[src/hw/rtl/mtsbvm_pkg.sv]
// Package with the request types, codes and instruction decode of the bytecode machine.
package mtsbvm_pkg;

    typedef struct packed {
        logic [1:0] action;
        logic [7:0] address;
        logic [7:0] write_data;
        logic       sense_left;
        logic       sense_right;
    } in_t;

    typedef struct packed {
        logic       motor_left;
        logic       motor_right;
        logic [7:0] read_data;
    } out_t;

    localparam logic [1:0] ACT_TICK    = 2'd0;
    localparam logic [1:0] ACT_WRITE   = 2'd1;
    localparam logic [1:0] ACT_READ    = 2'd2;
    localparam logic [1:0] ACT_RESTART = 2'd3;

    localparam logic [2:0] CFG_ACTIVE_MASK = 3'd0;
    localparam logic [2:0] CFG_START0      = 3'd1;
    localparam logic [2:0] CFG_START3      = 3'd4;

    localparam logic [7:0] OP_ORG  = 8'd1;
    localparam logic [7:0] OP_EQU  = 8'd2;
    localparam logic [7:0] OP_JMP  = 8'd3;
    localparam logic [7:0] OP_JMPZ = 8'd4;
    localparam logic [7:0] OP_PSHL = 8'd5;
    localparam logic [7:0] OP_PSH  = 8'd6;
    localparam logic [7:0] OP_PSHI = 8'd7;
    localparam logic [7:0] OP_POP  = 8'd8;
    localparam logic [7:0] OP_POPI = 8'd9;
    localparam logic [7:0] OP_ADD  = 8'd10;
    localparam logic [7:0] OP_SUB  = 8'd11;
    localparam logic [7:0] OP_INC  = 8'd12;
    localparam logic [7:0] OP_DEC  = 8'd13;
    localparam logic [7:0] OP_AND  = 8'd14;
    localparam logic [7:0] OP_OR   = 8'd15;
    localparam logic [7:0] OP_XOR  = 8'd16;
    localparam logic [7:0] OP_NOT  = 8'd17;
    localparam logic [7:0] OP_ROR  = 8'd18;
    localparam logic [7:0] OP_ROL  = 8'd19;
    localparam logic [7:0] OP_PIP  = 8'd20;
    localparam logic [7:0] OP_PDP  = 8'd21;
    localparam logic [7:0] OP_DUP  = 8'd22;
    localparam logic [7:0] OP_LMOT = 8'd23;
    localparam logic [7:0] OP_RMOT = 8'd24;
    localparam logic [7:0] OP_LEYE = 8'd25;
    localparam logic [7:0] OP_REYE = 8'd26;

    // Work plan of one instruction: operand fetch, indirect reads, pops.
    typedef struct packed {
        logic       opnd;
        logic [1:0] nind;
        logic [1:0] npop;
        logic       peek;
    } ctl_t;

    function automatic ctl_t decode(input logic [7:0] op);
        ctl_t c;
        c = '0;
        case (op) inside
            OP_JMP, OP_PSHL:               c.opnd = 1'b1;
            OP_JMPZ, OP_POP, OP_ROR, OP_ROL:
            begin
                c.opnd = 1'b1;
                c.npop = 2'd1;
            end
            OP_PSH, OP_PIP, OP_PDP:
            begin
                c.opnd = 1'b1;
                c.nind = 2'd1;
            end
            OP_PSHI:
            begin
                c.opnd = 1'b1;
                c.nind = 2'd2;
            end
            OP_POPI:
            begin
                c.opnd = 1'b1;
                c.nind = 2'd1;
                c.npop = 2'd1;
            end
            OP_EQU, OP_ADD, OP_SUB, OP_AND, OP_OR, OP_XOR: c.npop = 2'd2;
            OP_INC, OP_DEC, OP_NOT, OP_LMOT, OP_RMOT:      c.npop = 2'd1;
            OP_DUP:
            begin
                c.npop = 2'd1;
                c.peek = 1'b1;
            end
            default:                       c = '0;
        endcase
        return c;
    endfunction

endpackage

[src/hw/rtl/multithread_stack_bytecode_vm.sv]
// Top level of the multithreaded byte-coded stack machine.
//
// Usage: requests enter on in_valid/in_data and are taken when in_stall is
// low; results leave on out_valid/out_data and are taken when out_stall is
// low. Configuration registers are written on cfg_valid/cfg_index/cfg_data,
// always ready; the user must write them only while the block is idle, which
// the block itself does not enforce. A tick request runs one instruction on
// every active thread in index order and returns the motor bits; a read
// request returns one heap byte; write and restart requests return nothing.
// The block works on one request at a time and raises in_stall until it is
// done. Every heap or stack access goes through the single registered read
// port of its memory, one dependent access after another, so an instruction
// costs one fetch plus one access per operand, indirect read and pop from a
// non-empty stack. After reset the whole heap is cleared, one byte per cycle,
// while in_stall stays high. When the receiver stalls, a finished result
// waits in the output register; the next request is still taken and runs,
// and only its own result waits for the register.
module multithread_stack_bytecode_vm #(
    parameter int HEAP_BYTES   = 256,
    parameter int STACK_DEPTH  = 16,
    parameter int THREAD_COUNT = 4
) (
    input  logic               clk,
    input  logic               rst_n,
    input  logic               cfg_valid,
    output logic               cfg_ready,
    input  logic [2:0]         cfg_index,
    input  logic [7:0]         cfg_data,
    input  logic               in_valid,
    output logic               in_stall,
    input  mtsbvm_pkg::in_t    in_data,
    output logic               out_valid,
    input  logic               out_stall,
    output mtsbvm_pkg::out_t   out_data
);
    import mtsbvm_pkg::*;

    localparam int HAW = (HEAP_BYTES > 1) ? $clog2(HEAP_BYTES) : 1;
    localparam int SAW = (THREAD_COUNT * STACK_DEPTH > 1) ?
                         $clog2(THREAD_COUNT * STACK_DEPTH) : 1;
    localparam int FW  = $clog2(STACK_DEPTH + 1);
    localparam int TW  = $clog2(THREAD_COUNT + 1);
    localparam int TIW = (THREAD_COUNT > 1) ? $clog2(THREAD_COUNT) : 1;

    localparam logic [3:0] S_IDLE  = 4'd0;
    localparam logic [3:0] S_CLEAR = 4'd1;
    localparam logic [3:0] S_THR   = 4'd2;
    localparam logic [3:0] S_FETCH = 4'd3;
    localparam logic [3:0] S_DEC   = 4'd4;
    localparam logic [3:0] S_OPND  = 4'd5;
    localparam logic [3:0] S_OPNDW = 4'd6;
    localparam logic [3:0] S_IND   = 4'd7;
    localparam logic [3:0] S_INDW  = 4'd8;
    localparam logic [3:0] S_POP   = 4'd9;
    localparam logic [3:0] S_POPW  = 4'd10;
    localparam logic [3:0] S_EXEC  = 4'd11;
    localparam logic [3:0] S_OUT   = 4'd12;
    localparam logic [3:0] S_RDW   = 4'd13;

    // Reduces a 9-bit address sum modulo the heap size by restoring
    // subtraction of the shifted heap size.
    function automatic logic [HAW-1:0] hmod(input logic [8:0] x);
        logic [13:0] r;
        r = {5'd0, x};
        for (int k = 4; k >= 0; k--)
        begin
            if (r >= 14'(HEAP_BYTES << k))
                r = r - 14'(HEAP_BYTES << k);
        end
        return r[HAW-1:0];
    endfunction

    function automatic logic [SAW-1:0] saddr(input logic [TIW-1:0] t,
                                              input logic [FW-1:0] f);
        return SAW'(int'(t) * STACK_DEPTH + int'(f));
    endfunction

    logic [3:0]    state_reg, state_next;
    logic [3:0]    mask_reg, mask_next;
    logic [7:0]    start_reg [4];
    logic [7:0]    start_next [4];
    logic [7:0]    base_reg [THREAD_COUNT];
    logic [7:0]    base_next [THREAD_COUNT];
    logic [7:0]    pc_reg [THREAD_COUNT];
    logic [7:0]    pc_next [THREAD_COUNT];
    logic [FW-1:0] fill_reg [THREAD_COUNT];
    logic [FW-1:0] fill_next [THREAD_COUNT];
    logic [1:0]    motor_reg, motor_next;
    logic [TW-1:0] thr_reg, thr_next;
    logic [7:0]    op_reg, op_next;
    ctl_t          ctl_reg, ctl_next;
    logic [1:0]    ind_cnt_reg, ind_cnt_next;
    logic [1:0]    pop_cnt_reg, pop_cnt_next;
    logic [7:0]    d_reg, d_next;
    logic [7:0]    v_reg, v_next;
    logic [7:0]    a_reg, a_next;
    logic [7:0]    b_reg, b_next;
    logic          eye_l_reg, eye_l_next;
    logic          eye_r_reg, eye_r_next;
    logic [7:0]    rd_reg, rd_next;
    logic [HAW-1:0] clr_reg, clr_next;
    logic          out_valid_reg, out_valid_next;
    out_t          out_reg, out_next;

    logic [7:0]     heap_mem [HEAP_BYTES];
    logic [7:0]     heap_q;
    logic           hw_en;
    logic [HAW-1:0] hw_addr, hr_addr;
    logic [7:0]     hw_data;

    logic [7:0]     stack_mem [THREAD_COUNT * STACK_DEPTH];
    logic [7:0]     stack_q;
    logic           sw_en;
    logic [SAW-1:0] sw_addr, sr_addr;
    logic [7:0]     sw_data;

    logic [TIW-1:0] t;
    logic [7:0]     base_t, pc_t;
    logic [FW-1:0]  fill_t;
    logic [7:0]     res;
    logic           push_en;
    ctl_t           dec_ctl;

    assign t       = thr_reg[TIW-1:0];
    assign base_t  = base_reg[t];
    assign pc_t    = pc_reg[t];
    assign fill_t  = fill_reg[t];
    assign dec_ctl = decode(heap_q);

    assign cfg_ready = 1'b1;
    assign in_stall  = (state_reg != S_IDLE);
    assign out_valid = out_valid_reg;
    assign out_data  = out_reg;

    always_ff @(posedge clk)
    begin
        if (hw_en)
            heap_mem[hw_addr] <= hw_data;
        heap_q <= heap_mem[hr_addr];
    end

    always_ff @(posedge clk)
    begin
        if (sw_en)
            stack_mem[sw_addr] <= sw_data;
        stack_q <= stack_mem[sr_addr];
    end

    // Shared unit: the result of the current instruction.
    always_comb
    begin
        case (op_reg)
            OP_EQU:            res = (a_reg == b_reg) ? 8'd1 : 8'd0;
            OP_PSHL:           res = d_reg;
            OP_PSH, OP_PSHI:   res = v_reg;
            OP_ADD:            res = a_reg + b_reg;
            OP_SUB:            res = a_reg - b_reg;
            OP_INC:            res = a_reg + 8'd1;
            OP_DEC:            res = a_reg - 8'd1;
            OP_AND:            res = a_reg & b_reg;
            OP_OR:             res = a_reg | b_reg;
            OP_XOR:            res = a_reg ^ b_reg;
            OP_NOT:            res = ~a_reg;
            OP_ROR:            res = a_reg >> d_reg[2:0];
            OP_ROL:            res = a_reg << d_reg[2:0];
            OP_PIP:            res = v_reg + 8'd1;
            OP_PDP:            res = v_reg - 8'd1;
            OP_DUP:            res = a_reg;
            OP_LEYE:           res = {7'd0, eye_l_reg};
            OP_REYE:           res = {7'd0, eye_r_reg};
            default:           res = 8'd0;
        endcase
        case (op_reg) inside
            [OP_EQU:OP_EQU], [OP_PSHL:OP_PSHI], [OP_ADD:OP_ROL], [OP_DUP:OP_DUP],
            [OP_LEYE:OP_REYE]: push_en = 1'b1;
            default:           push_en = 1'b0;
        endcase
    end

    always_comb
    begin
        state_next     = state_reg;
        mask_next      = mask_reg;
        start_next     = start_reg;
        base_next      = base_reg;
        pc_next        = pc_reg;
        fill_next      = fill_reg;
        motor_next     = motor_reg;
        thr_next       = thr_reg;
        op_next        = op_reg;
        ctl_next       = ctl_reg;
        ind_cnt_next   = ind_cnt_reg;
        pop_cnt_next   = pop_cnt_reg;
        d_next         = d_reg;
        v_next         = v_reg;
        a_next         = a_reg;
        b_next         = b_reg;
        eye_l_next     = eye_l_reg;
        eye_r_next     = eye_r_reg;
        rd_next        = rd_reg;
        clr_next       = clr_reg;
        out_valid_next = out_valid_reg;
        out_next       = out_reg;
        hw_en          = 1'b0;
        hw_addr        = '0;
        hw_data        = 8'd0;
        hr_addr        = '0;
        sw_en          = 1'b0;
        sw_addr        = saddr(t, fill_t);
        sw_data        = res;
        sr_addr        = '0;

        if (out_valid_reg && !out_stall)
            out_valid_next = 1'b0;

        if (cfg_valid)
        begin
            if (cfg_index == CFG_ACTIVE_MASK)
                mask_next = cfg_data[3:0];
            else if (cfg_index >= CFG_START0 && cfg_index <= CFG_START3)
                start_next[2'(cfg_index - CFG_START0)] = cfg_data;
        end

        case (state_reg)
            S_CLEAR:
            begin
                hw_en    = 1'b1;
                hw_addr  = clr_reg;
                clr_next = clr_reg + 1'b1;
                if (clr_reg == HAW'(HEAP_BYTES - 1))
                    state_next = S_IDLE;
            end
            S_IDLE:
            begin
                if (in_valid)
                begin
                    eye_l_next = in_data.sense_left;
                    eye_r_next = in_data.sense_right;
                    case (in_data.action)
                        ACT_TICK:
                        begin
                            thr_next   = '0;
                            rd_next    = 8'd0;
                            state_next = S_THR;
                        end
                        ACT_WRITE:
                        begin
                            hw_en   = 1'b1;
                            hw_addr = hmod({1'b0, in_data.address});
                            hw_data = in_data.write_data;
                        end
                        ACT_READ:
                        begin
                            hr_addr    = hmod({1'b0, in_data.address});
                            state_next = S_RDW;
                        end
                        default:
                        begin
                            for (int i = 0; i < THREAD_COUNT; i++)
                            begin
                                base_next[i] = start_reg[i];
                                pc_next[i]   = 8'd0;
                                fill_next[i] = '0;
                            end
                        end
                    endcase
                end
            end
            S_RDW:
            begin
                rd_next    = heap_q;
                state_next = S_OUT;
            end
            S_THR:
            begin
                if (thr_reg == TW'(THREAD_COUNT))
                    state_next = S_OUT;
                else if (mask_reg[t])
                    state_next = S_FETCH;
                else
                    thr_next = thr_reg + 1'b1;
            end
            S_FETCH:
            begin
                hr_addr    = hmod({1'b0, base_t} + {1'b0, pc_t});
                pc_next[t] = pc_t + 8'd1;
                state_next = S_DEC;
            end
            S_DEC:
            begin
                op_next      = heap_q;
                ctl_next     = dec_ctl;
                ind_cnt_next = dec_ctl.nind;
                pop_cnt_next = dec_ctl.npop;
                if (dec_ctl.opnd)
                    state_next = S_OPND;
                else if (dec_ctl.npop != 2'd0)
                    state_next = S_POP;
                else
                    state_next = S_EXEC;
            end
            S_OPND:
            begin
                hr_addr    = hmod({1'b0, base_t} + {1'b0, pc_t});
                pc_next[t] = pc_t + 8'd1;
                state_next = S_OPNDW;
            end
            S_OPNDW:
            begin
                d_next = heap_q;
                v_next = heap_q;
                if (ind_cnt_reg != 2'd0)
                    state_next = S_IND;
                else if (pop_cnt_reg != 2'd0)
                    state_next = S_POP;
                else
                    state_next = S_EXEC;
            end
            S_IND:
            begin
                hr_addr      = hmod({1'b0, base_t} + {1'b0, v_reg});
                ind_cnt_next = ind_cnt_reg - 2'd1;
                state_next   = S_INDW;
            end
            S_INDW:
            begin
                v_next = heap_q;
                if (ind_cnt_reg != 2'd0)
                    state_next = S_IND;
                else if (pop_cnt_reg != 2'd0)
                    state_next = S_POP;
                else
                    state_next = S_EXEC;
            end
            S_POP:
            begin
                // An empty stack gives zero without touching the memory.
                if (fill_t == '0)
                begin
                    if (pop_cnt_reg == ctl_reg.npop)
                        a_next = 8'd0;
                    else
                        b_next = 8'd0;
                    pop_cnt_next = pop_cnt_reg - 2'd1;
                    if (pop_cnt_reg == 2'd1)
                        state_next = S_EXEC;
                end
                else
                begin
                    sr_addr = saddr(t, fill_t - 1'b1);
                    if (!ctl_reg.peek)
                        fill_next[t] = fill_t - 1'b1;
                    state_next = S_POPW;
                end
            end
            S_POPW:
            begin
                if (pop_cnt_reg == ctl_reg.npop)
                    a_next = stack_q;
                else
                    b_next = stack_q;
                pop_cnt_next = pop_cnt_reg - 2'd1;
                state_next   = (pop_cnt_reg == 2'd1) ? S_EXEC : S_POP;
            end
            S_EXEC:
            begin
                if (push_en && fill_t < FW'(STACK_DEPTH))
                begin
                    sw_en        = 1'b1;
                    fill_next[t] = fill_t + 1'b1;
                end
                case (op_reg)
                    OP_ORG:
                    begin
                        base_next[t] = base_t + pc_t - 8'd1;
                        pc_next[t]   = 8'd1;
                    end
                    OP_JMP:  pc_next[t] = d_reg;
                    OP_JMPZ:
                    begin
                        if (a_reg == 8'd0)
                            pc_next[t] = d_reg;
                    end
                    OP_POP, OP_PIP, OP_PDP:
                    begin
                        hw_en   = 1'b1;
                        hw_addr = hmod({1'b0, base_t} + {1'b0, d_reg});
                        hw_data = (op_reg == OP_POP) ? a_reg : res;
                    end
                    OP_POPI:
                    begin
                        hw_en   = 1'b1;
                        hw_addr = hmod({1'b0, base_t} + {1'b0, v_reg});
                        hw_data = a_reg;
                    end
                    OP_LMOT: motor_next[0] = ~a_reg[0];
                    OP_RMOT: motor_next[1] = ~a_reg[0];
                    default: ;
                endcase
                thr_next   = thr_reg + 1'b1;
                state_next = S_THR;
            end
            S_OUT:
            begin
                if (!out_valid_reg || !out_stall)
                begin
                    out_valid_next        = 1'b1;
                    out_next.motor_left   = motor_reg[0];
                    out_next.motor_right  = motor_reg[1];
                    out_next.read_data    = rd_reg;
                    state_next            = S_IDLE;
                end
            end
            default: state_next = S_IDLE;
        endcase
    end

    always_ff @(posedge clk or negedge rst_n)
    begin
        if (!rst_n)
        begin
            state_reg     <= S_CLEAR;
            mask_reg      <= '0;
            start_reg     <= '{default: '0};
            base_reg      <= '{default: '0};
            pc_reg        <= '{default: '0};
            fill_reg      <= '{default: '0};
            motor_reg     <= '0;
            thr_reg       <= '0;
            clr_reg       <= '0;
            out_valid_reg <= 1'b0;
        end
        else
        begin
            state_reg     <= state_next;
            mask_reg      <= mask_next;
            start_reg     <= start_next;
            base_reg      <= base_next;
            pc_reg        <= pc_next;
            fill_reg      <= fill_next;
            motor_reg     <= motor_next;
            thr_reg       <= thr_next;
            clr_reg       <= clr_next;
            out_valid_reg <= out_valid_next;
        end
    end

    always_ff @(posedge clk)
    begin
        op_reg      <= op_next;
        ctl_reg     <= ctl_next;
        ind_cnt_reg <= ind_cnt_next;
        pop_cnt_reg <= pop_cnt_next;
        d_reg       <= d_next;
        v_reg       <= v_next;
        a_reg       <= a_next;
        b_reg       <= b_next;
        eye_l_reg   <= eye_l_next;
        eye_r_reg   <= eye_r_next;
        rd_reg      <= rd_next;
        out_reg     <= out_next;
    end

    a_rise_from_out: assert property (@(posedge clk) disable iff (!rst_n)
        $rose(out_valid_reg) |-> $past(state_reg == S_OUT))
        else $error("result appeared outside the output state");

    a_fill_bound: assert property (@(posedge clk) disable iff (!rst_n)
        fill_reg[0] <= FW'(STACK_DEPTH))
        else $error("stack fill beyond depth");

    a_clear_stalls: assert property (@(posedge clk) disable iff (!rst_n)
        (state_reg == S_CLEAR) |-> in_stall)
        else $error("request taken during heap clear");

endmodule

[config.mk]
export PLATFORM = sky130hd
export DESIGN_NAME = multithread_stack_bytecode_vm
export DESIGN_NICKNAME = d
export VERILOG_FILES = /design/src/hw/rtl/mtsbvm_pkg.sv /design/src/hw/rtl/multithread_stack_bytecode_vm.sv
export SDC_FILE = /design/constraint.sdc
export NUM_CORES = 2
export LEC_CHECK = 0
export ABC_AREA = 0
export BUFFER_PORTS_ARGS = -buffer_cell sky130_fd_sc_hd__buf_2
export CAP_MARGIN = 20
export CORE_MARGIN = 4
export CORE_UTILIZATION = 50
export CTS_BUF_LIST = sky130_fd_sc_hd__clkbuf_16
export CTS_CLUSTER_DIAMETER = 80
export DETAILED_ROUTE_END_ITERATION = 6
export GPL_TIMING_DRIVEN = 0
export HOLD_SLACK_MARGIN = 0.06
export PLACE_DENSITY = 0.66
export REMOVE_ABC_BUFFERS = 1
export SLEW_MARGIN = 0
export SYNTH_ARGS = -nofsm -noshare
export SYNTH_HDL_FRONTEND = slang
export SYNTH_SLANG_ARGS = --single-unit
[constraint.sdc]
create_clock -name clk -period 15.6 [get_ports clk]
set_clock_uncertainty 0.1 [all_clocks]
set_input_delay 2.34 -clock clk [delete_from_list [all_inputs] [get_ports clk]]
set_output_delay 2.34 -clock clk [all_outputs]
set_load 0.02 [all_outputs]
==> metrics.txt <==
initial antenna violation count 19; Comb pwr share 0.312; largest registers heap_mem (2048), stack_mem (512); Cell Pwr Density 166 nW/um^2; port bufs 47; post_cts resized 0; clock buffer depth 4; final worst path period need 9.54 ns; hold-fix buffers at CTS 0; TritonCTS buffer count 295; total power 22.0 mW; final worst setup slack 6.06 ns; # setup viols final 0; Area growth syn-to-layout 13.0%; die height 492 um; fmax 105 MHz; largest family of logic cells by synthesized area simple AND/OR/NAND/NOR gates; NumNets Final 9144; Crit Path Max Fanout 112; CTS root buf clkbuf_16; TritonRoute pass-1 iters 6; Synth cell types 93; crit path buf inv count 5; maxcap violations 0; post-synthesis compound-gate area fraction 0.0870; Fin Hold WS 0.320 ns; row count 177; Int Power 14.2 mW; first-pass GRT wire length 517 mm; Sw Ratio 0.354; Place WS 5.61 ns; core footprint 233000 um^2; Setup crit end kind flop; Least-Margin Pin Slew 1.46 ns; RR Startpoint state_reg[1]; Crit-path slowest cell a311oi_1; kind of critical path input port to flop; post-synthesis cell area 117000 um^2; Synth Instances 9043; hold path cells 0; clock slew at reported path FFs 0.06 ns; grt ovf 0; wire length per cell 29.0 um; sequential cell area fraction in the yosys report 0.707; CP most frequent cell buf_16; Post-synth ARST share 0.0496; RSZ-0062 raised after global routing no; Final Cycle Share 0.612; HP Class flop to flop; largest net degree at the start of global routing 113; Post-DRT Antenna Nets 0; Main synth FF type edfxtp_1; WL final 356 mm; final hold vios 0; Min-Delay Endpoint out_data[7]; syn_area_per_cell 12.9 um^2; HP Start rd_reg[7]; via density per instance 6.48; vias in the first global route 75.0k; adder-cell share of the synthesized area 0.0103; clock insertion delay at the later pin of the skew report 0.95 ns; worst IR drop on VDD 0.000123 V; CTS tree done; Largest Register heap_mem; outcome complete, no violations; Seq cells post-synth 2781; die width 492 um; CP required 16.09 ns; startpoint types input port; XOR/XNOR Fraction of Synth Area 0.00532; Slew HR 0.0245; EDFF count, synth 2627; Die Area 242000 um^2; CP max stage delay 1.05 ns; 1st-iter DRT viols 11.6k; crit-path leading delay family simple AND/OR/NAND/NOR gates; CTS sink cnt 2781; H-tree depth 5; DR vias 79.6k; simple-gate portion of the synthesized area 0.141; R2R Path End heap_q[2]; Reg power frac 0.390; GRT Total Usage 0.288; initial cell density of the core 0.503; Residual DRC 0; max reg flops 2048; mux cell area share after synthesis 0.0232; Yosys warnings 0; Top-Level Pins 49; Util after Layout 0.568; NetSw 7.78 mW; hpwl dp 225 mm; worst-path cell chain buf_2 -> nor3b_1 -> nand3_4 -> buf_16 -> nand2_8 -> buf_16 -> buf_16 -> nor2_2 -> buf_16 -> a32o_1 -> a221oi_1 -> o22ai_1 -> a311oi_1 -> mux2i_1; layout cells sized above 1 0.0987; flop2flop setup slack 6.87 ns; Leak 45.4 nW; R2R depth 13; Routability Congestion 0.874; Clk network pwr share 0.298; Slew Viols, Final 0; data arrival time of the critical path 10.04 ns; postcts setup bufs 0
worst max path at each step:
stage / start / to / slack [ns] / depth (start not counted)
after global placement: thr_reg[0] / heap_q[4] / -32.96 / 12
after detailed placement: in_valid / heap_q[2] / 5.61 / 14
after floorplan: in_valid / heap_q[6] / -3.33 / 9
after global routing: in_valid / heap_q[2] / 6.23 / 14
final: in_valid / heap_q[2] / 6.06 / 14
after CTS: in_valid / heap_q[2] / 6.54 / 14
layer usage:
layer	GRT usage	share of wire
met3	0.0692	0.12
met1	0.398	0.38
met4	0.140	0.057
met2	0.431	0.45
met5	0	0.00011
stage by stage:
| stage | instances | TNS (ns) | instance area, um^2 |
|---|---|---|---|
| 4_1_cts | 12300 | 0 | 132000 |
| 3_5_place_dp | 11800 | 0 | 123000 |
| 3_3_place_gp | 11500 | - | 118000 |
| 2_1_floorplan | 8418 | -18.78 | 114000 |
| 6_report | 12300 | 0 | 132000 |
| 5_1_grt | 12300 | 0 | 132000 |
cells by family (layout without fill, tap and decap cells):
family                   count (synthesis)  after routing
flip-flops                            2781           2781
other                                    1             18
multiplexers                           181            181
XOR/XNOR                                71             71
buffers and inverters                  702            882
AO/OA/AOI/OAI                         1481           1481
adder cells (fa/ha/maj)                 92             92
AND/OR/NAND/NOR                       3734           3734
area by class of cell:
class / count / area, um^2
sequential: 2781 / 82700
clock inverter: 201 / 1260
tap: 3043 / 3810
timing repair buffer: 301 / 4790
clock buffer: 303 / 7580
antenna: 17 / 42.5
inverter: 77 / 292
fill: 18000 / 100000
multi-input combinational: 5560 / 31700
synth_stat cells (all sizes together), types with 11 or more instances:
master	n	area, um^2
mux4	68	1530
dfrtp	137	3430
a21oi	256	1280
a311oi	141	1230
o21bai	13	97.6
a22o	29	254
xor2	18	158
nand3	543	2720
a32oi	57	514
edfxtp	2627	78900
and3	291	1820
mux2i	72	721
buf	340	1660
ha	85	1060
nand2b	51	319
o32ai	13	114
nand4	28	196
dfxtp	16	320
and2	29	184
a211oi	217	1630
o31ai	15	118
or2	11	68.8
nor4	43	275
xnor2	53	464
o211ai	12	90.1
mux2	41	462
a31oi	225	1410
o22ai	56	350
a221oi	28	245
nor2	456	1720
nor2b	58	363
a21o	23	173
clkbuf	285	1070
a32o	11	110
a2111oi	21	184
or3	28	175
inv	76	285
o21ai	205	1030
or4	18	135
nand2	1943	7310
nor3	220	1110
o32a	15	150
a22oi	70	526
layout by cell type, fill, tap and decap left out, types with 30 or more instances in the layout:
| cell | instances |
|---|---|
| o22ai_1 | 56 |
| inv_1 | 127 |
| mux2_2 | 41 |
| a31oi_1 | 224 |
| o21ai_0 | 187 |
| a22oi_1 | 70 |
| nand2b_1 | 44 |
| nor3_1 | 213 |
| mux4_2 | 68 |
| a21oi_1 | 255 |
| nor2b_1 | 58 |
| nand3_1 | 535 |
| a311oi_1 | 141 |
| nor2_1 | 438 |
| mux2i_1 | 71 |
| buf_2 | 81 |
| clkinv_2 | 46 |
| ha_1 | 85 |
| clkbuf_16 | 303 |
| and3_1 | 291 |
| buf_12 | 76 |
| xnor2_1 | 53 |
| buf_4 | 30 |
| nand2_1 | 1926 |
| clkinv_1 | 69 |
| buf_16 | 83 |
| nor4_1 | 40 |
| edfxtp_1 | 2627 |
| a211oi_1 | 217 |
| dfrtp_1 | 135 |
| a32oi_1 | 55 |
power groups by stage:
stage / registers [mW] / logic, mW / clock network (mW)
6_report: 8.56 / 6.85 / 6.56
5_1_grt: 8.58 / 7.16 / 6.92
4_1_cts: 8.56 / 6.65 / 6.59
3_5_place_dp: 8.71 / 6.61 / 0
3_3_place_gp: 8.85 / 7.50 / 0
2_1_floorplan: 8.70 / 4.46 / 0
Note: power is estimated with default switching activity, not from simulation.
